`src/dfe_pkg.sv`:
```
// ----------------------------------------------------------------------------
// dfe_pkg: shared types and constants of the delimited frame extractor
// Byte and length widths, delimiter reset codes, register indexes, the
// deframer phase encoding and the result record.
// ----------------------------------------------------------------------------
`default_nettype none

package dfe_pkg;

  localparam int unsigned MAX_FRAME_BYTES = 1024;
  // payload counter holds 0 .. MAX_FRAME_BYTES
  localparam int unsigned CNT_W  = $clog2(MAX_FRAME_BYTES + 1);
  localparam int unsigned BYTE_W = 8;
  localparam int unsigned LEN_W  = 11;

  // configuration port
  localparam int unsigned CFG_IDX_W = 2;
  localparam logic [CFG_IDX_W-1:0] REG_ESCAPE = 2'd0;
  localparam logic [CFG_IDX_W-1:0] REG_START  = 2'd1;
  localparam logic [CFG_IDX_W-1:0] REG_END    = 2'd2;

  // delimiter codes after reset: '!', '&', '#'
  localparam logic [BYTE_W-1:0] ESCAPE_RST = 8'h21;
  localparam logic [BYTE_W-1:0] START_RST  = 8'h26;
  localparam logic [BYTE_W-1:0] END_RST    = 8'h23;

  typedef enum logic [3:0] {
    PH_HUNT    = 4'b0001,
    PH_ESC_OUT = 4'b0010,
    PH_FRAME   = 4'b0100,
    PH_ESC_IN  = 4'b1000
  } phase_t;

  typedef struct packed {
    logic [BYTE_W-1:0] out_byte;
    logic              is_frame_end;
    logic [LEN_W-1:0]  frame_len;
    logic              overflow;
    logic              last;
  } result_t;

  // results written into the output queue in one cycle
  typedef struct packed {
    logic    push0;
    logic    push1;
    result_t res0;
    result_t res1;
  } push_t;

endpackage

`default_nettype wire

```
`src/dfe_if.sv`:
```
// ----------------------------------------------------------------------------
// dfe_in_if / dfe_out_if: valid/ready channels of the frame extractor
// Byte input channel and result output channel.
// ----------------------------------------------------------------------------
`default_nettype none

interface dfe_in_if;
  logic                       valid;
  logic                       ready;
  logic [dfe_pkg::BYTE_W-1:0] in_byte;

  modport source (output valid, output in_byte, input ready);
  modport sink   (input valid, input in_byte, output ready);
endinterface

interface dfe_out_if;
  logic                       valid;
  logic                       ready;
  logic [dfe_pkg::BYTE_W-1:0] out_byte;
  logic                       is_frame_end;
  logic [dfe_pkg::LEN_W-1:0]  frame_len;
  logic                       overflow;
  logic                       last;

  modport source (output valid, output out_byte, output is_frame_end,
                  output frame_len, output overflow, output last, input ready);
  modport sink   (input valid, input out_byte, input is_frame_end,
                  input frame_len, input overflow, input last, output ready);
endinterface

`default_nettype wire

```
`src/dfe_core.sv`:
```
// ----------------------------------------------------------------------------
// dfe_core: deframing state machine
// Input byte register, delimiter registers and the per-byte phase logic
// that produces up to two results per byte.
// ----------------------------------------------------------------------------
`default_nettype none

module dfe_core (
  input  wire logic                            clk,
  input  wire logic                            rst_n,
  input  wire logic                            in_valid,
  output logic                                 in_ready,
  input  wire logic [dfe_pkg::BYTE_W-1:0]      in_byte,
  input  wire logic                            cfg_we,
  input  wire logic [dfe_pkg::CFG_IDX_W-1:0]   cfg_idx,
  input  wire logic [dfe_pkg::BYTE_W-1:0]      cfg_wdata,
  input  wire logic                            room2,
  output dfe_pkg::push_t                       push
);

  logic                       vld_r;
  logic [dfe_pkg::BYTE_W-1:0] byte_r;
  logic [dfe_pkg::BYTE_W-1:0] esc_r, start_r, end_r;
  dfe_pkg::phase_t            phase_r, phase_nxt;
  logic [dfe_pkg::CNT_W-1:0]  cnt_r, cnt_nxt, cnt_a;
  logic                       ovf_r, ovf_nxt;
  logic                       fire;
  logic                       try_a, try_b, ok_a, ok_b, frame_end;
  logic [dfe_pkg::BYTE_W-1:0] byte_a;
  dfe_pkg::result_t           res_end, res_a, res_b;

  assign fire     = vld_r && room2;
  assign in_ready = !vld_r || fire;

  // input byte register
  always_ff @(posedge clk) begin
    if (!rst_n) begin
      vld_r <= 1'b0;
    end else if (in_valid && in_ready) begin
      vld_r <= 1'b1;
    end else if (fire) begin
      vld_r <= 1'b0;
    end
    if (in_valid && in_ready) begin
      byte_r <= in_byte;
    end
  end

  // delimiter registers
  always_ff @(posedge clk) begin
    if (!rst_n) begin
      esc_r   <= dfe_pkg::ESCAPE_RST;
      start_r <= dfe_pkg::START_RST;
      end_r   <= dfe_pkg::END_RST;
    end else if (cfg_we) begin
      case (cfg_idx)
        dfe_pkg::REG_ESCAPE: esc_r   <= cfg_wdata;
        dfe_pkg::REG_START:  start_r <= cfg_wdata;
        dfe_pkg::REG_END:    end_r   <= cfg_wdata;
        default: ;
      endcase
    end
  end

  always_comb begin
    phase_nxt = phase_r;
    cnt_nxt   = cnt_r;
    ovf_nxt   = ovf_r;
    try_a     = 1'b0;
    try_b     = 1'b0;
    frame_end = 1'b0;
    byte_a    = byte_r;
    if (fire) begin
      case (phase_r)
        dfe_pkg::PH_HUNT: begin
          if (byte_r == esc_r) phase_nxt = dfe_pkg::PH_ESC_OUT;
        end
        dfe_pkg::PH_ESC_OUT: begin
          if (byte_r == start_r) begin
            phase_nxt = dfe_pkg::PH_FRAME;
            cnt_nxt   = '0;
            ovf_nxt   = 1'b0;
          end else begin
            phase_nxt = dfe_pkg::PH_HUNT;
          end
        end
        dfe_pkg::PH_FRAME: begin
          if (byte_r == esc_r) phase_nxt = dfe_pkg::PH_ESC_IN;
          else                 try_a     = 1'b1;
        end
        dfe_pkg::PH_ESC_IN: begin
          // end code wins over escape code when both are equal
          if (byte_r == end_r) begin
            frame_end = 1'b1;
            phase_nxt = dfe_pkg::PH_HUNT;
            cnt_nxt   = '0;
            ovf_nxt   = 1'b0;
          end else if (byte_r == esc_r) begin
            try_a  = 1'b1;
            byte_a = esc_r;
          end else begin
            try_a     = 1'b1;
            try_b     = 1'b1;
            byte_a    = esc_r;
            phase_nxt = dfe_pkg::PH_FRAME;
          end
        end
        default: phase_nxt = dfe_pkg::PH_HUNT;
      endcase
    end
    // bytes past the frame limit are dropped and flagged
    ok_a  = try_a && (cnt_r < dfe_pkg::CNT_W'(dfe_pkg::MAX_FRAME_BYTES));
    cnt_a = cnt_r + dfe_pkg::CNT_W'(ok_a);
    ok_b  = try_b && (cnt_a < dfe_pkg::CNT_W'(dfe_pkg::MAX_FRAME_BYTES));
    if (try_a) begin
      cnt_nxt = cnt_a + dfe_pkg::CNT_W'(ok_b);
      ovf_nxt = ovf_r || !ok_a || (try_b && !ok_b);
    end
  end

  always_ff @(posedge clk) begin
    if (!rst_n) begin
      phase_r <= dfe_pkg::PH_HUNT;
      cnt_r   <= '0;
      ovf_r   <= 1'b0;
    end else begin
      phase_r <= phase_nxt;
      cnt_r   <= cnt_nxt;
      ovf_r   <= ovf_nxt;
    end
  end

  always_comb begin
    res_end              = '0;
    res_end.is_frame_end = 1'b1;
    res_end.frame_len    = dfe_pkg::LEN_W'(cnt_r);
    res_end.overflow     = ovf_r;
    res_end.last         = 1'b1;
    res_a                = '0;
    res_a.out_byte       = byte_a;
    res_a.last           = !ok_b;
    res_b                = '0;
    res_b.out_byte       = byte_r;
    res_b.last           = 1'b1;
    push.push0           = frame_end || ok_a;
    push.push1           = ok_a && ok_b;
    push.res0            = frame_end ? res_end : res_a;
    push.res1            = res_b;
  end

  property p_second_needs_first;
    @(posedge clk) disable iff (!rst_n) push.push1 |-> push.push0 && !push.res0.last;
  endproperty
  a_second_needs_first: assert property (p_second_needs_first)
    else $error("second result without an open first result");

  property p_single_is_last;
    @(posedge clk) disable iff (!rst_n) (push.push0 && !push.push1) |-> push.res0.last;
  endproperty
  a_single_is_last: assert property (p_single_is_last)
    else $error("lone result not marked last");

  property p_cnt_bound;
    @(posedge clk) disable iff (!rst_n)
      cnt_r <= dfe_pkg::CNT_W'(dfe_pkg::MAX_FRAME_BYTES);
  endproperty
  a_cnt_bound: assert property (p_cnt_bound)
    else $error("payload count beyond frame limit");

  property p_push_only_on_fire;
    @(posedge clk) disable iff (!rst_n) push.push0 |-> room2 && vld_r;
  endproperty
  a_push_only_on_fire: assert property (p_push_only_on_fire)
    else $error("result produced without queue room");

endmodule

`default_nettype wire

```
`src/dfe_result_fifo.sv`:
```
// ----------------------------------------------------------------------------
// dfe_result_fifo: result queue
// Four-entry register queue taking up to two results per cycle and
// presenting the head result on the output channel.
// ----------------------------------------------------------------------------
`default_nettype none

module dfe_result_fifo (
  input  wire logic           clk,
  input  wire logic           rst_n,
  input  wire dfe_pkg::push_t push,
  output logic                room2,
  output logic                out_valid,
  input  wire logic           out_ready,
  output dfe_pkg::result_t    out_res
);

  localparam int unsigned DEPTH = 4;
  localparam int unsigned PTR_W = $clog2(DEPTH);
  localparam int unsigned CNT_W = $clog2(DEPTH + 1);

  dfe_pkg::result_t   mem_r [DEPTH];
  logic [PTR_W-1:0]   wp_r, rp_r, wp_1;
  logic [CNT_W-1:0]   count_r, count_nxt;
  logic               pop;

  assign pop       = out_valid && out_ready;
  assign out_valid = (count_r != '0);
  assign out_res   = mem_r[rp_r];
  assign room2     = (count_r <= CNT_W'(DEPTH - 2));
  assign wp_1      = wp_r + PTR_W'(1);

  always_comb begin
    count_nxt = count_r + CNT_W'(push.push0) + CNT_W'(push.push1) - CNT_W'(pop);
  end

  always_ff @(posedge clk) begin
    if (!rst_n) begin
      wp_r    <= '0;
      rp_r    <= '0;
      count_r <= '0;
    end else begin
      wp_r    <= wp_r + PTR_W'(push.push0) + PTR_W'(push.push1);
      rp_r    <= rp_r + PTR_W'(pop);
      count_r <= count_nxt;
    end
  end

  always_ff @(posedge clk) begin
    if (push.push0) mem_r[wp_r] <= push.res0;
    if (push.push1) mem_r[wp_1] <= push.res1;
  end

  property p_no_overrun;
    @(posedge clk) disable iff (!rst_n) count_r <= CNT_W'(DEPTH);
  endproperty
  a_no_overrun: assert property (p_no_overrun)
    else $error("result queue overrun");

  property p_push_has_room;
    @(posedge clk) disable iff (!rst_n)
      push.push0 |-> count_r <= CNT_W'(DEPTH - 2);
  endproperty
  a_push_has_room: assert property (p_push_has_room)
    else $error("push into a queue without room for two");

  property p_count_tracks;
    @(posedge clk) disable iff (!rst_n)
      (!push.push0 && !pop) |=> count_r == $past(count_r);
  endproperty
  a_count_tracks: assert property (p_count_tracks)
    else $error("queue count moved without a transfer");

endmodule

`default_nettype wire

```
`src/delimited_frame_extractor.sv`:
```
// ----------------------------------------------------------------------------
// delimited_frame_extractor: two-byte delimiter deframer
// Takes one raw link byte per transfer on in_ch and returns payload bytes
// and frame-end records on out_ch.
//
// usage
//   - in_ch carries one byte per transfer; out_ch carries one result per
//     transfer: a payload byte, or a frame-end record with frame_len and
//     overflow; last marks the final result caused by one input byte
//   - a frame opens with (escape, start) and closes with (escape, end);
//     both pairs are stripped, an escape inside a frame is held until the
//     next byte shows whether it closes the frame
//   - bytes beyond the frame limit are dropped and reported by overflow
//   - cfg_we/cfg_idx/cfg_wdata write escape (0), start (1) and end (2)
//     codes; write only while the block is idle
// timing
//   - an input byte is registered in the core and its results are written
//     to the result queue before out_ch shows them; one byte per cycle
//     while out_ch is ready and each byte gives at most one result; a byte
//     that releases a held escape gives two results for the one output port
//   - if out_ch stalls, the four-entry result queue fills and in_ready
//     drops once fewer than two entries are free; nothing is lost
// reset
//   - rst_n (synchronous, low) clears the queue, returns to hunting and
//     restores the delimiter codes '!', '&' and '#'
// ----------------------------------------------------------------------------
`default_nettype none

module delimited_frame_extractor (
  input  wire logic                          clk,
  input  wire logic                          rst_n,
  dfe_in_if.sink                             in_ch,
  dfe_out_if.source                          out_ch,
  input  wire logic                          cfg_we,
  input  wire logic [dfe_pkg::CFG_IDX_W-1:0] cfg_idx,
  input  wire logic [dfe_pkg::BYTE_W-1:0]    cfg_wdata
);

  dfe_pkg::push_t   push;     // results of the byte being processed
  logic             room2;    // queue can take two more results
  dfe_pkg::result_t head;     // result at the head of the queue

  // byte register and phase logic
  dfe_core u_core (
    .clk       (clk),
    .rst_n     (rst_n),
    .in_valid  (in_ch.valid),
    .in_ready  (in_ch.ready),
    .in_byte   (in_ch.in_byte),
    .cfg_we    (cfg_we),
    .cfg_idx   (cfg_idx),
    .cfg_wdata (cfg_wdata),
    .room2     (room2),
    .push      (push)
  );

  // result queue, decouples the output stall from byte intake
  dfe_result_fifo u_fifo (
    .clk       (clk),
    .rst_n     (rst_n),
    .push      (push),
    .room2     (room2),
    .out_valid (out_ch.valid),
    .out_ready (out_ch.ready),
    .out_res   (head)
  );

  // unpack the head result onto the channel fields
  assign out_ch.out_byte     = head.out_byte;
  assign out_ch.is_frame_end = head.is_frame_end;
  assign out_ch.frame_len    = head.frame_len;
  assign out_ch.overflow     = head.overflow;
  assign out_ch.last         = head.last;

endmodule

`default_nettype wire

```
`src/flat_wrapper.sv`:
```
// flat-port wrapper written by rule: the top's interface ports become plain ports
module delimited_frame_extractor_flat 
  (clk, rst_n, cfg_we, cfg_idx, cfg_wdata, in_ch_valid, in_ch_in_byte, in_ch_ready, out_ch_valid, out_ch_out_byte, out_ch_is_frame_end, out_ch_frame_len, out_ch_overflow, out_ch_last, out_ch_ready);
  dfe_in_if in_ch_i ();
  dfe_out_if out_ch_i ();
  input  wire logic clk;
  input  wire logic rst_n;
  input  wire logic cfg_we;
  input  wire logic [dfe_pkg::CFG_IDX_W-1:0] cfg_idx;
  input  wire logic [dfe_pkg::BYTE_W-1:0] cfg_wdata;
  input wire logic [$bits(in_ch_i.valid)-1:0] in_ch_valid;
  input wire logic [$bits(in_ch_i.in_byte)-1:0] in_ch_in_byte;
  output wire logic [$bits(in_ch_i.ready)-1:0] in_ch_ready;
  output wire logic [$bits(out_ch_i.valid)-1:0] out_ch_valid;
  output wire logic [$bits(out_ch_i.out_byte)-1:0] out_ch_out_byte;
  output wire logic [$bits(out_ch_i.is_frame_end)-1:0] out_ch_is_frame_end;
  output wire logic [$bits(out_ch_i.frame_len)-1:0] out_ch_frame_len;
  output wire logic [$bits(out_ch_i.overflow)-1:0] out_ch_overflow;
  output wire logic [$bits(out_ch_i.last)-1:0] out_ch_last;
  input wire logic [$bits(out_ch_i.ready)-1:0] out_ch_ready;
  assign in_ch_i.valid = in_ch_valid;
  assign in_ch_i.in_byte = in_ch_in_byte;
  assign in_ch_ready = in_ch_i.ready;
  assign out_ch_valid = out_ch_i.valid;
  assign out_ch_out_byte = out_ch_i.out_byte;
  assign out_ch_is_frame_end = out_ch_i.is_frame_end;
  assign out_ch_frame_len = out_ch_i.frame_len;
  assign out_ch_overflow = out_ch_i.overflow;
  assign out_ch_last = out_ch_i.last;
  assign out_ch_i.ready = out_ch_ready;
  delimited_frame_extractor u_core (.clk(clk), .rst_n(rst_n), .in_ch(in_ch_i), .out_ch(out_ch_i), .cfg_we(cfg_we), .cfg_idx(cfg_idx), .cfg_wdata(cfg_wdata));
endmodule
```
`config.mk`:
```
export PLATFORM = sky130hd
export DESIGN_NAME = delimited_frame_extractor_flat
export DESIGN_NICKNAME = d
export VERILOG_FILES = /design/src/dfe_pkg.sv /design/src/dfe_if.sv /design/src/dfe_core.sv /design/src/dfe_result_fifo.sv /design/src/delimited_frame_extractor.sv /design/src/flat_wrapper.sv
export SDC_FILE = /design/constraint.sdc
export NUM_CORES = 1
export LEC_CHECK = 0
export BUFFER_PORTS_ARGS = -buffer_cell sky130_fd_sc_hd__buf_2
export CAP_MARGIN = 40
export CORE_ASPECT_RATIO = 0.7
export CORE_UTILIZATION = 46
export CTS_CLUSTER_DIAMETER = 80
export DETAILED_ROUTE_END_ITERATION = 10
export MAX_ROUTING_LAYER = met4
export PLACE_DENSITY = 0.61
export SLEW_MARGIN = 5
export SYNTH_ARGS = -nofsm -noshare
export SYNTH_HDL_FRONTEND = slang
export SYNTH_SLANG_ARGS = --single-unit
export TNS_END_PERCENT = 30
```
`constraint.sdc`:
```
create_clock -name clk -period 11.5 [get_ports clk]
set_input_delay 1.725 -clock clk [delete_from_list [all_inputs] [get_ports clk]]
set_output_delay 1.725 -clock clk [all_outputs]
set_load 0.02 [all_outputs]
```
# Word level (Yosys, flattened, before mapping)
# Memory sizes are Yosys's and may differ from the RTL's. A register that Yosys moved wholly into a read port is not among the register bits.
# Cells that the tools add are included.
# word_totals
regBits,56
mem_bits_rw,88
output_inout_bits,24
elab_cells,99
input_bits,23
memories,1
# memory_table
name,depth,word_bits,read_ports,rd_ports_with_merged_regs,write_ports,line_no,rtl
u_core.u_fifo.mem_r,4,22,1,1,2,dfe_result_fifo.sv:22,dfe_pkg::result_t mem_r [DEPTH];
# op_classes
n_mux,37
n_eq_ne,14
n_reduce_logical,24
n_addsub,9
n_lt_le_gt_ge,3
# ops
op,count
2-to-1 mux 11 bit,4
== test 8 bit,3
2-to-1 mux 8 bit,3
adder 11 x 1 -> 11 bit,2
"< comparator 11 bit, second input constant",2
2-to-1 mux 22 bit,1
case mux 11 bit (2 select lines),1
2-to-1 mux 1 bit,19
2-to-1 mux 4 bit,4
case mux 4 bit (4 select lines),1
"inequality test 3 bit, second input constant",3
AND reduction 4 bit,2
logical AND 1 bit,7
adder 2 x 1 -> 2 bit,3
adder 3 x 1 -> 3 bit,2
AND reduction 2 bit,3
nonzero test 3 bit,2
"== test 4 x 1 -> 1 bit, second input constant",1
"== test 4 x 2 -> 1 bit, second input constant",1
"== test 4 x 3 -> 1 bit, second input constant",1
"== test 4 bit, second input constant",1
logical OR 1 bit,4
"inequality test 2 bit, second input constant",2
case mux 1 bit (2 select lines),2
other kinds (10),13

# Logic depth before layout (Yosys ltp)
# Gate-level depths: netlist (run 1).
# logic_depth
word_depth,12
ltp_mapped,22
depth_no_buf,20

# By module
# Synthesis (run 1) repeated with hierarchy kept, for this count alone.
# unflattened
hier_cells,596
area_unflattened_um2,7677.4
# by_module_without_submodules
mod,cells_each,seq_area_each_um2,n_inst,area_per_inst_um2
dfe_result_fifo,254,2782.7,1,4665.7
dfe_core,342,1061.0,1,3011.6

# Worst setup path after synthesis (run 1)
# OpenSTA, ideal clock, no wires.
# synth_path
kind,reg-to-reg
from,reg u_core.u_core.byte_r[3] (netlist bit)
to,reg u_core.u_fifo.count_r[1]
setup_time_ns,0.115
path_stages_with_launch,21
period_less_slack_ns,4.750
n_path_buf,4
required_ns,11.385
arrival_time_ns,4.635
setup_slack_ns,6.750
cell_sequence,edfxtp_1 buf_4 xor2_1 nor4_1 a21oi_1 buf_4 o21ai_4 inv_1 ha_1 ha_1 buf_2 nand3_1 nor3_1 and3_1 or4_4 buf_6 ha_1 fa_1 inv_1 fa_1 and2_1
# synth_between
elab_chain_len,11
word_cells_on_any_way,21
cone_classes,4 x add/sub; 1 x order compare; 2 x eq/ne; 10 x mux; 4 x reduce/logical
# synth_rtl
element,line_no,rtl
from (decl),dfe_core.sv:22,logic [dfe_pkg::BYTE_W-1:0] byte_r;
from (signal assigned),dfe_core.sv:45,byte_r <= in_byte;
"== test 8 bit, on equally long branches","dfe_core.sv:93, dfe_core.sv:88, dfe_core.sv:98",
"2-to-1 mux 1 bit, on equally long branches","dfe_core.sv:93, dfe_core.sv:88, dfe_core.sv:98",
case mux 1 bit (2 select lines),dfe_core.sv:74,case (phase_r)
2-to-1 mux 1 bit,dfe_core.sv:73,if (fire) begin
logical AND 1 bit,dfe_core.sv:112,ok_a = try_a && (cnt_r < dfe_pkg::CNT_W'(dfe_pkg::MAX_FRAME_BYTES));
adder 11 x 1 -> 11 bit,dfe_core.sv:113,cnt_a = cnt_r + dfe_pkg::CNT_W'(ok_a);
< comparator 11 bit,dfe_core.sv:114,ok_b = try_b && (cnt_a < dfe_pkg::CNT_W'(dfe_pkg::MAX_FRAME_BYTES));
logical AND 1 bit,dfe_core.sv:114,
logical AND 1 bit,dfe_core.sv:146,push.push1 = ok_a && ok_b;
adder 3 x 1 -> 3 bit *,dfe_result_fifo.sv:34,count_nxt = count_r + CNT_W'(push.push0) + CNT_W'(push.push1) - CNT_W'(pop);
subtractor 3 x 1 -> 3 bit *,dfe_result_fifo.sv:34,
via u_core.u_fifo.count_nxt[1],dfe_result_fifo.sv:24,"logic [CNT_W-1:0] count_r, count_nxt;"
to (signal assigned),dfe_result_fifo.sv:45,count_r <= count_nxt;
to (decl),dfe_result_fifo.sv:24,
# Mark *: on every way through the listed nets, which the timed path passes. The rest lies on a longest branch.
# A chain may end at the register's enable or synchronous reset.

# Worst setup path after layout (run 1)
# layout_path
from,reg u_core.u_core.phase_r[0]
to,reg u_core.u_core.cnt_r[10] (netlist bit)
# layout_between
elab_chain_len,9
word_cells_on_any_way,20
cone_classes,2 x add/sub; 1 x order compare; 5 x eq/ne; 7 x mux; 5 x reduce/logical
# layout_rtl
element,line_no,rtl
from (decl),dfe_core.sv:24,"dfe_pkg::phase_t phase_r, phase_nxt;"
from (signal assigned),dfe_core.sv:123,phase_r <= dfe_pkg::PH_HUNT;
from (signal assigned),dfe_core.sv:127,phase_r <= phase_nxt;
== test 4 bit / == test 4 x 3 -> 1 bit (equally long branches),dfe_core.sv:74,
case mux 1 bit (2 select lines),dfe_core.sv:74,
2-to-1 mux 1 bit,dfe_core.sv:73,
logical AND 1 bit,dfe_core.sv:112,
adder 11 x 1 -> 11 bit,dfe_core.sv:113,
< comparator 11 bit,dfe_core.sv:114,
logical AND 1 bit,dfe_core.sv:114,
adder 11 x 1 -> 11 bit,dfe_core.sv:116,cnt_nxt = cnt_a + dfe_pkg::CNT_W'(ok_b);
2-to-1 mux 11 bit,dfe_core.sv:115,if (try_a) begin
to (signal assigned),dfe_core.sv:128,cnt_r <= cnt_nxt;
to (decl),dfe_core.sv:25,"logic [dfe_pkg::CNT_W-1:0] cnt_r, cnt_nxt, cnt_a;"
# Several ways; a longest one is shown, not always the timed one. The select of a mux whose other input is x is not followed.

==> impl_metrics.py, run 1 <==
metrics = {
    "critical_path": {
        "arrival_ps": 5980,
        "slowest_delay_ps": 730,
        "timing.rr.start": "u_core.u_core.phase_r[0]$_SDFFE_PN1P_",
        "r2r-end": "u_core.u_core.cnt_r[10]$_SDFFE_PN0P_",
        "required_ps": 11840,
        "crit_slowest_cell": "a21oi_1",
        "cp_num_buf_inv": 2,
        "critPathKind": "reg2reg",
        "start_kind": "register",
        "critPathCaptureType": "register",
        "crit_path_max_fanout": 11,
        "critical_path.cell_chain": "nor4b_4, o211ai_4, a21oi_1, o21ai_4, inv_1, ha_1, ha_1, nand3_1, nor3_1, and3_1, xnor2_1, nor2_1, ha_1, ha_1, inv_1, a221oi_1, nand3_1, a2111o_1, o221ai_1",
        "cp_top_family": "compound AO/OA/AOI/OAI gates",
        "crit_top_cell": "ha_1",
        "r2r_cells": 19,
        "ff2ff_setup_slack_ps": 5860,
    },
    "min_path": {
        "worst_hold_path.num_cells": 2,
        "hold-path-endpoint": "u_core.u_core.start_r[0]$_SDFFE_PN0P_",
        "min_from": "u_core.u_core.start_r[0]$_SDFFE_PN0P_",
        "min_path_type": "reg2reg",
    },
    "floorplanning": {
        "fp.dieArea_sq_um": 15970,
        "die-height_um": 106.0,
        "fp.coreArea_sq_um": 14910,
        "rows": 37,
        "die_x_um": 150.6,
        "io_pins": 47,
        "initial_core_util_pct": 47.71,
    },
    "layout": {
        "syn_to_final_growth_pct": 13.07,
        "drive_gt1_share_pct": 18.08,
        "final_nets": 728,
        "n_antenna_cell": 0,
        "nFillCells": 1315,
    },
    "detailed_routing": {
        "wire_per_inst_um": 20.36,
        "drt-initial-drc-count": 469,
        "ant_nets": 0,
        "wirelength_um": 18390,
        "num_vias": 5413,
        "viasPerCell": 5.994,
        "drcViolationCount": 0,
        "drtPass1Iterations": 5,
    },
    "grt": {
        "grt_use_total_pct": 25.29,
        "grt_pass1_vias": 5220,
        "antenna_found_initial": 0,
        "grt_first_pass_wirelength_um": 29280,
        "grt_max_degree": 25,
        "gr-total-overflow": 0,
    },
    "cts": {
        "post_cts_buffers": 0,
        "clk_path_buf_depth": 2,
        "clk_latency_ps": 420,
        "cts_buffers": 17,
        "cts_tree": "built",
        "h-tree-depth": 4,
        "cts_sinks": 144,
        "root_buffer": "clkbuf_16",
        "cts_hold_buf": 0,
        "cts_resized": 0,
        "clk_pin_slew_ps": 60,
    },
    "timing": {
        "tns_ps": 0,
        "rsz0062_at_grt": "false",
        "finalHoldViolCount": 0,
        "period_needed_ps": 5638,
        "setup_viol": 0,
        "post-route-period-util_pct": 49.02,
        "fin_skew_ps": 7.631,
        "whs_ps": 467.6,
        "slew_headroom_pct": 40.72,
        "fmax_mhz": 177.4,
        "drv_slew": 0,
        "worst_pin_slew_ps": 889.2,
    },
    "yosys": {
        "synth_ff_type": "dfxtp_1",
        "yosysMostFrequentCell": "dfxtp_1",
        "syn_inst": 668,
        "synth.top_cells.by_count": "dfxtp_1 (104), inv_1 (61), nand2_1 (51)",
        "ys_seq_elements": 144,
        "yosysTopAreaCellShare_pct": 29.28,
        "synth_cell_types": 70,
        "synth_area_leaders": "dfxtp_1 (29%), edfxtp_1 (17%), mux4_2 (7.0%)",
        "syn_nets": 701,
        "syn_avg_cell_area_sq_um": 10.65,
        "ys_warn_count": 0,
        "async_flop_share_pct": 0,
        "ys_seq_area_share_pct": 46.16,
        "synth_edf_count": 40,
        "synth_top_area_cell": "dfxtp_1",
        "syn_area_sq_um": 7112,
    },
    "status": {
        "status": "complete, no violations",
    },
    "power": {
        "p_leak_nw": 3.378,
        "p_per_area_nw_per_um2": 163.1,
        "irDropWorstVdd_uv": 103.1,
    },
    "placed_design": {
        "dp_hpwl_um": 12560,
        "io_buffers": 46,
        "gp_congestion": 0.8873,
    },
    "job": {
        "max_cap_violations": 0,
    },
}
==> cells in the final DEF, fill, tap and decap left out, types with 12 or more instances in the layout <==
cell type	instances
buf_2	47
dfxtp_1	104
o32ai_1	45
edfxtp_1	40
xor2_1	12
a21oi_1	20
o21ai_0	18
mux4_2	22
inv_1	61
a22o_1	42
clkbuf_16	19
nand2_1	51
nor2_1	33
mux2i_1	16
xnor2_1	24
==> metrics by stage <==
stage                     utilization, %  total power, mW  cell area [sq um]  std cells  setup slack, ps
after floorplan                        -           0.7087               7112        668             6750
after global placement             49.45           0.7626               7371        865             6177
after detailed placement           49.91           0.7659               7440        871             5955
after CTS                          53.94            1.321               8041        903             5924
after global routing               53.94            1.363               8041        903             5325
final                              53.94            1.311               8041        903             5862
==> cell families (layout without fill, tap and decap cells) <==
| group | after synthesis | in the layout | share of synthesized area (%) |
|---|---|---|---|
| compound gates | 172 | 172 | 18.90 |
| xor+xnor | 36 | 36 | 4.433 |
| fa+ha+maj | 11 | 11 | 2.217 |
| buf+inv | 112 | 152 | 7.055 |
| flops | 144 | 144 | 46.16 |
| mux | 38 | 38 | 9.219 |
| simple gates | 155 | 155 | 12.02 |
==> registers in the layout, indices dropped and copies added (netlist names), 3 cells and up <==
register	count
u_core.u_core.byte_r	8
u_core.u_core.cnt_r	11
u_core.u_core.end_r	8
u_core.u_core.esc_r	8
u_core.u_core.phase_r	4
u_core.u_core.start_r	8
u_core.u_fifo.count_r	3
u_core.u_fifo.mem_r	88
==> area by class of cell <==
type	count	area [sq um]	share of cell area, %
inverter	62	232.7	2.894
tap	195	244.0	3.034
sequential	144	3283	40.83
clock buffer	23	511.7	6.364
timing repair buffer	58	344.1	4.279
multi-input combinational	412	3336	41.48
clock inverter	9	90.09	1.120
==> routing by layer <==
layer  share of wire, %  track usage, %
met5                  0               -
met4               0.80           5.714
met3                7.9           5.966
met2                 42           33.81
met1                 50           38.15
==> worst max-delay path by stage <==
stage,start,endpoint,slack [ps],cells after the start
4_1_cts,u_core.u_core.phase_r[0]$_SDFFE_PN1P_,u_core.u_core.cnt_r[10]$_SDFFE_PN0P_,5920,19
5_1_grt,u_core.u_core.phase_r[0]$_SDFFE_PN1P_,u_core.u_core.cnt_r[10]$_SDFFE_PN0P_,5320,19
3_3_place_gp,u_core.u_core.byte_r[5]$_DFFE_PP_,u_core.u_fifo.count_r[1]$_SDFF_PN0_,6180,16
2_1_floorplan,u_core.u_core.byte_r[3]$_DFFE_PP_,u_core.u_fifo.count_r[1]$_SDFF_PN0_,6750,20
3_5_place_dp,u_core.u_core.phase_r[0]$_SDFFE_PN1P_,u_core.u_core.cnt_r[10]$_SDFFE_PN0P_,5950,19
6_report,u_core.u_core.phase_r[0]$_SDFFE_PN1P_,u_core.u_core.cnt_r[10]$_SDFFE_PN0P_,5860,19
==> worst min-delay path: cells and delay by family, from the launching register on <==
family / cells / cell delay (ps)
AOI/OAI and AO/OA: 1 / 50
and+or+nand+nor: 1 / 50
DFF: 1 / 320
==> power by group <==
| part | internal [mW] | switching (mW) | total, mW |
|---|---|---|---|
| Clock | 0.339 | 0.220 | 0.559 |
| Combinational | 0.0871 | 0.116 | 0.203 |
| Sequential | 0.534 | 0.0161 | 0.550 |
| Total | 0.959 | 0.352 | 1.31 |
No activity file was read; power rests on OpenSTA's default activity.
==> inputs of run 2 (changes only) <==
==> constraint.sdc (replaced) <==
create_clock -name clk -period 5.45 [get_ports clk]
set_input_delay 0.8175 -clock clk [delete_from_list [all_inputs] [get_ports clk]]
set_output_delay 0.8175 -clock clk [all_outputs]
set_load 0.02 [all_outputs]
==> impl_metrics.py, run 2 (synthesis gave the netlist of run 1 again) <==
metrics = {
    "detailed_routing": {
        "viasPerCell": 6.013,
        "drt-initial-drc-count": 377,
        "wire_per_inst_um": 20.38,
        "ant_nets": 0,
        "wl_met3_um": 1210,
        "drtPass1Iterations": 4,
        "num_vias": 5430,
        "wl_met1_um": 8988,
        "drcViolationCount": 0,
        "wirelength_um": 18410,
        "maxUsedRoutingLayer": "met4",
        "met2_length_um": 8070,
    },
    "cts": {
        "post_cts_buffers": 0,
        "cts_sinks": 144,
        "clk_pin_slew_ps": 60,
        "h-tree-depth": 4,
        "root_buffer": "clkbuf_16",
        "cts_tree": "built",
        "clk_path_buf_depth": 2,
        "clk_latency_ps": 430,
        "cts_buffers": 17,
    },
    "timing": {
        "finalHoldViolCount": 0,
        "tns_ps": 0,
        "slew_headroom_pct": 42.93,
        "worst_pin_slew_ps": 856.1,
        "fin_ws_ps": 432.6,
        "drv_slew": 0,
        "fin_skew_ps": 12.32,
        "setup_viol": 0,
        "rsz0062_at_grt": "false",
        "period_needed_ps": 5017,
        "fmax_mhz": 199.3,
        "post-route-period-util_pct": 92.06,
    },
    "power": {
        "p_leak_nw": 3.381,
        "p_per_area_nw_per_um2": 348.5,
        "irDropWorstVdd_uv": 155.5,
        "power_mw": 2.808,
    },
    "critical_path": {
        "required_ps": 5790,
        "r2r_cells": 19,
        "r2r-end": "u_core.u_core.cnt_r[10]$_SDFFE_PN0P_",
        "critical_path.cell_chain": "nor4b_1, o211a_1, a21boi_2, o21ai_4, inv_1, ha_1, ha_1, nand3_1, nor3_1, and3_1, xnor2_1, nor2_1, ha_1, ha_1, inv_1, a221oi_1, nand3_1, a2111o_1, o221ai_1",
        "cp-endpoint": "u_core.u_core.cnt_r[10]$_SDFFE_PN0P_",
        "cp_top_family": "compound AO/OA/AOI/OAI gates",
        "ff2ff_setup_slack_ps": 430,
        "critPathKind": "reg2reg",
        "arrival_ps": 5360,
        "crit_slowest_cell": "dfxtp_1",
        "cp_num_cells": 19,
        "critPathLaunch": "u_core.u_core.phase_r[2]$_SDFFE_PN0P_",
        "critPathCaptureType": "register",
        "timing.rr.start": "u_core.u_core.phase_r[2]$_SDFFE_PN0P_",
        "slowest_delay_ps": 470,
        "start_kind": "register",
        "crit_path_max_fanout": 7,
        "crit_top_cell": "ha_1",
        "cp_num_buf_inv": 2,
    },
    "floorplanning": {
        "rows": 37,
        "io_pins": 47,
        "die_x_um": 150.6,
        "fp.coreArea_sq_um": 14910,
        "die-height_um": 106.0,
        "initial_core_util_pct": 47.71,
        "fp.dieArea_sq_um": 15970,
    },
    "layout": {
        "n_antenna_cell": 0,
        "final_nets": 728,
        "nFillCells": 1327,
        "final_common_cell": "dfxtp_1",
        "syn_to_final_growth_pct": 13.27,
        "largest_register_ffs": 88,
        "final_core_util_pct": 54.04,
        "largest_register": "u_core.u_fifo.mem_r",
        "reg_top3": "u_core.u_fifo.mem_r: 88 flops, u_core.u_core.cnt_r: 11 flops",
        "final_cell_mix": "dfxtp_1 (104), inv_1 (61), nand2_1 (51)",
        "drive_gt1_share_pct": 18.64,
    },
    "grt": {
        "antenna_found_initial": 0,
        "grt_max_degree": 26,
        "grt_use_total_pct": 25.24,
        "grt_first_pass_wirelength_um": 29230,
        "grt_pass1_vias": 5372,
        "gr-total-overflow": 0,
    },
    "placed_design": {
        "place_ws_ps": 357.1,
        "io_buffers": 46,
        "dp_hpwl_um": 12450,
        "gp_congestion": 0.8940,
    },
    "job": {
        "max_cap_violations": 0,
    },
    "min_path": {
        "min_path_type": "reg2reg",
    },
    "status": {
        "status": "complete, no violations",
    },
}
## run 2: repair_timing
item / 4_1_cts / 5_1_grt
hold buffers: 0 / 0
gates resized for setup: 0 / 3
setup endpoints to repair: 0 / 3
## run 2: area by class of cell
| cell class | instances | area (sq um) | area share [%] |
|---|---|---|---|
| Timing Repair Buffer | 58 | 331.6 | 4.116 |
| Tap cell | 195 | 244.0 | 3.029 |
| Multi-Input combinational cell | 412 | 3343 | 41.50 |
| Sequential cell | 144 | 3283 | 40.76 |
| Clock inverter | 12 | 142.6 | 1.771 |
| Inverter | 62 | 232.7 | 2.889 |
| Clock buffer | 20 | 478.0 | 5.934 |
## run 2: worst min path at each step
stage	start	endpoint	slack [ps]	cells past startpoint
after floorplan	u_core.u_fifo.mem_r[3][0]$_SDFFE_PP1P_	u_core.u_fifo.mem_r[3][0]$_SDFFE_PP1P_	430	2
after global placement	u_core.u_fifo.mem_r[3][2]$_SDFFE_PP0P_	u_core.u_fifo.mem_r[3][2]$_SDFFE_PP0P_	450	1
after detailed placement	u_core.u_fifo.mem_r[3][0]$_SDFFE_PP1P_	u_core.u_fifo.mem_r[3][0]$_SDFFE_PP1P_	460	2
after CTS	u_core.u_fifo.mem_r[3][0]$_SDFFE_PP1P_	u_core.u_fifo.mem_r[3][0]$_SDFFE_PP1P_	470	2
after global routing	u_core.u_fifo.mem_r[3][5]$_SDFFE_PP0P_	u_core.u_fifo.mem_r[3][5]$_SDFFE_PP0P_	490	2
final	u_core.u_fifo.mem_r[2][6]$_SDFFE_PP0P_	u_core.u_fifo.mem_r[2][6]$_SDFFE_PP0P_	470	2
## run 2: power breakdown
part	total, mW	switching, mW	internal, mW
clock network	1.22	0.487	0.735
registers	1.16	0.0347	1.13
logic	0.425	0.242	0.183
total	2.81	0.764	2.04
## run 2: layer usage
metal  up-vias  global-route usage [%]
met5         -                       -
met4         0                   7.500
met3        13                   5.923
met2       202                   35.09
met1      2673                   36.25
li1       2542                       -
## run 2: worst min-delay path, stage by stage (launching register included)
cell and delay [ps]:
dfxtp_1 310, inv_1 40, o32ai_1 70
## run 2: stage by stage
step / hold slack [ps] / instance area [sq um] / std cells
final: 473.9 / 8055 / 903
after global routing: 486.3 / 8055 / 903
after CTS: 468.0 / 8039 / 903
after detailed placement: 458.8 / 7418 / 871
after global placement: 455.0 / 7392 / 869
after floorplan: 429.3 / 7112 / 668
==> inputs of run 3 (changes only) <==
--- a/config.mk
+++ b/config.mk
@@ -8,9 +8,11 @@
 export BUFFER_PORTS_ARGS = -buffer_cell sky130_fd_sc_hd__buf_2
 export CAP_MARGIN = 40
 export CORE_ASPECT_RATIO = 0.7
+export CORE_MARGIN = 10
 export CORE_UTILIZATION = 46
 export CTS_CLUSTER_DIAMETER = 80
 export DETAILED_ROUTE_END_ITERATION = 10
+export GPL_TIMING_DRIVEN = 0
 export MAX_ROUTING_LAYER = met4
 export PLACE_DENSITY = 0.61
 export SLEW_MARGIN = 5
==> impl_metrics.py, run 3 (synthesis gave the netlist of run 1 again) <==
metrics = {
    "timing": {
        "fin_ws_ps": 362.8,
        "finalHoldViolCount": 0,
        "worst_pin_slew_ps": 916.2,
        "post-route-period-util_pct": 93.34,
        "drv_slew": 0,
        "tns_ps": 0,
        "fin_skew_ps": 8.733,
        "period_needed_ps": 5087,
        "fmax_mhz": 196.6,
        "setup_viol": 0,
        "rsz0062_at_grt": "false",
        "slew_headroom_pct": 38.40,
    },
    "layout": {
        "final_common_cell": "dfxtp_1",
        "largest_register_ffs": 88,
        "final_nets": 770,
        "largest_register": "u_core.u_fifo.mem_r",
        "final_cell_mix": "dfxtp_1 (104), inv_1 (61), buf_2 (60)",
        "syn_to_final_growth_pct": 16.12,
        "drive_gt1_share_pct": 19.87,
        "reg_top3": "u_core.u_fifo.mem_r: 88 flops, u_core.u_core.cnt_r: 11 flops",
        "final_area_sq_um": 8258,
        "n_antenna_cell": 0,
    },
    "detailed_routing": {
        "num_vias": 5698,
        "wire_per_inst_um": 21.07,
        "viasPerCell": 6.030,
        "drt-initial-drc-count": 592,
        "ant_nets": 0,
        "wirelength_um": 19910,
        "drcViolationCount": 0,
        "drtPass1Iterations": 5,
    },
    "critical_path": {
        "crit_path_max_fanout": 10,
        "critPathKind": "reg2reg",
        "start_kind": "register",
        "critical_path.cell_chain": "nor4b_4, o211ai_4, a21oi_1, buf_4, o21ai_4, inv_1, ha_1, ha_1, buf_2, nand3_1, nor3_1, and3_1, xnor2_1, nor2_1, ha_1, ha_1, inv_1, a221oi_2, nand3_1, a2111o_1, o221ai_1",
        "cp_num_buf_inv": 4,
        "required_ps": 5780,
        "critPathCaptureType": "register",
        "arrival_ps": 5420,
        "slowest_delay_ps": 460,
        "crit_top_cell": "ha_1",
        "crit_slowest_cell": "nor4b_4",
        "cp_top_family": "simple AND/OR/NAND/NOR gates",
    },
    "floorplanning": {
        "io_pins": 47,
        "die_x_um": 168.6,
        "fp.dieArea_sq_um": 20910,
        "die-height_um": 124.0,
        "fp.coreArea_sq_um": 14910,
        "rows": 37,
        "initial_core_util_pct": 47.71,
    },
    "power": {
        "p_per_area_nw_per_um2": 337.5,
        "p_leak_nw": 3.486,
        "irDropWorstVdd_uv": 210.7,
    },
    "grt": {
        "grt_use_total_pct": 19.77,
        "met1_usage_pct": 26.76,
        "met3_usage_pct": 5.225,
        "antenna_found_initial": 0,
        "grt_first_pass_wirelength_um": 31400,
        "gr-total-overflow": 0,
        "grt_max_degree": 17,
        "met2_usage_pct": 28.95,
        "grt_pass1_vias": 5648,
        "grt_most_used_layer": "met2",
    },
    "min_path": {
        "min_path_type": "reg2reg",
    },
    "placed_design": {
        "io_buffers": 46,
        "place_ws_ps": -163.3,
        "placed_area_sq_um": 7612,
        "gp_congestion": 0.9056,
        "dp_hpwl_um": 14060,
    },
    "cts": {
        "clk_path_buf_depth": 2,
        "cts_hold_buf": 0,
        "clk_latency_ps": 430,
        "cts_sinks": 144,
        "cts_tree": "built",
        "h-tree-depth": 4,
        "root_buffer": "clkbuf_16",
        "cts_buffers": 17,
        "clk_pin_slew_ps": 60,
    },
    "status": {
        "status": "complete, no violations",
    },
    "job": {
        "max_cap_violations": 0,
    },
}
## run 3: cell count changes in the layout (fill, tap and decap cells not counted), moves of 2 or more
| cell | delta |
|---|---|
| nor4_2 | -2 |
| nor4_4 | +2 |
| buf_2 | +14 |
| inv_6 | -2 |
| clkinv_4 | -2 |
| buf_4 | -2 |
| clkbuf_1 | +21 |
| buf_1 | +6 |
| clkinv_2 | +3 |
| buf_6 | +4 |
## run 3: power by group
| group | internal, mW | switching [mW] | leakage, nW |
|---|---|---|---|
| Sequential | 1.13 | 0.0262 | 1.26 |
| Combinational | 0.203 | 0.273 | 1.94 |
| Clock | 0.711 | 0.448 | 0.290 |
| Total | 2.04 | 0.747 | 3.49 |
## run 3: final cells by class
| cell class | instances | area [sq um] |
|---|---|---|
| fill | 1296 | 6649 |
| multi-input combinational | 412 | 3373 |
| sequential | 144 | 3283 |
| clock buffer | 23 | 479.2 |
| timing repair buffer | 50 | 271.5 |
| buffer | 50 | 269.0 |
| tap | 195 | 244.0 |
| inverter | 62 | 232.7 |
| clock inverter | 9 | 105.1 |
## run 3: per-stage QoR
step	hold slack [ps]	total power [mW]	utilization [%]	std cells
floorplan	429.3	1.495	-	668
global placement	454.6	1.619	50.89	909
detailed placement	455.7	1.648	51.07	911
CTS	464.7	2.795	55.07	943
global route	476.8	2.896	55.40	945
finish	465.1	2.787	55.40	945
## run 3: final timing paths
check	start	endpoint	slack, ps	depth (start not counted)
max reg2reg	u_core.u_core.phase_r[0]$_SDFFE_PN1P_	u_core.u_core.cnt_r[10]$_SDFFE_PN0P_	360	21
max	u_core.u_core.phase_r[0]$_SDFFE_PN1P_	u_core.u_core.cnt_r[10]$_SDFFE_PN0P_	360	21
min	u_core.u_fifo.mem_r[3][0]$_SDFFE_PP1P_	u_core.u_fifo.mem_r[3][0]$_SDFFE_PP1P_	470	2
min reg2reg	u_core.u_fifo.mem_r[3][0]$_SDFFE_PP1P_	u_core.u_fifo.mem_r[3][0]$_SDFFE_PP1P_	470	2
## run 3: repair_timing
action                     4_1_cts  5_1_grt
setup endpoints to repair        3        5
setup buffers                    0        2
pin swaps                        0        2
gates resized for setup          2        5
## run 3: worst reg2reg max path: stages, from the launching register on
cell and delay (ps):
dfxtp_1 380, nor4b_4 460, o211ai_4 220, a21oi_1 200, buf_4 220, o21ai_4 70
inv_1 70, ha_1 300, ha_1 200, buf_2 220, nand3_1 210, nor3_1 370
and3_1 330, xnor2_1 90, nor2_1 120, ha_1 190, ha_1 240, inv_1 90
a221oi_2 300, nand3_1 170, a2111o_1 450, o221ai_1 100
## run 3: routing by layer
metal / up-vias / part of all wire [%] / routed length [um]
li1: 2621 / - / -
met1: 2871 / 48 / 9476
met2: 190 / 45 / 8870
met3: 16 / 7.0 / 1399
met4: 0 / 0.80 / 160
met5: - / 0 / 0
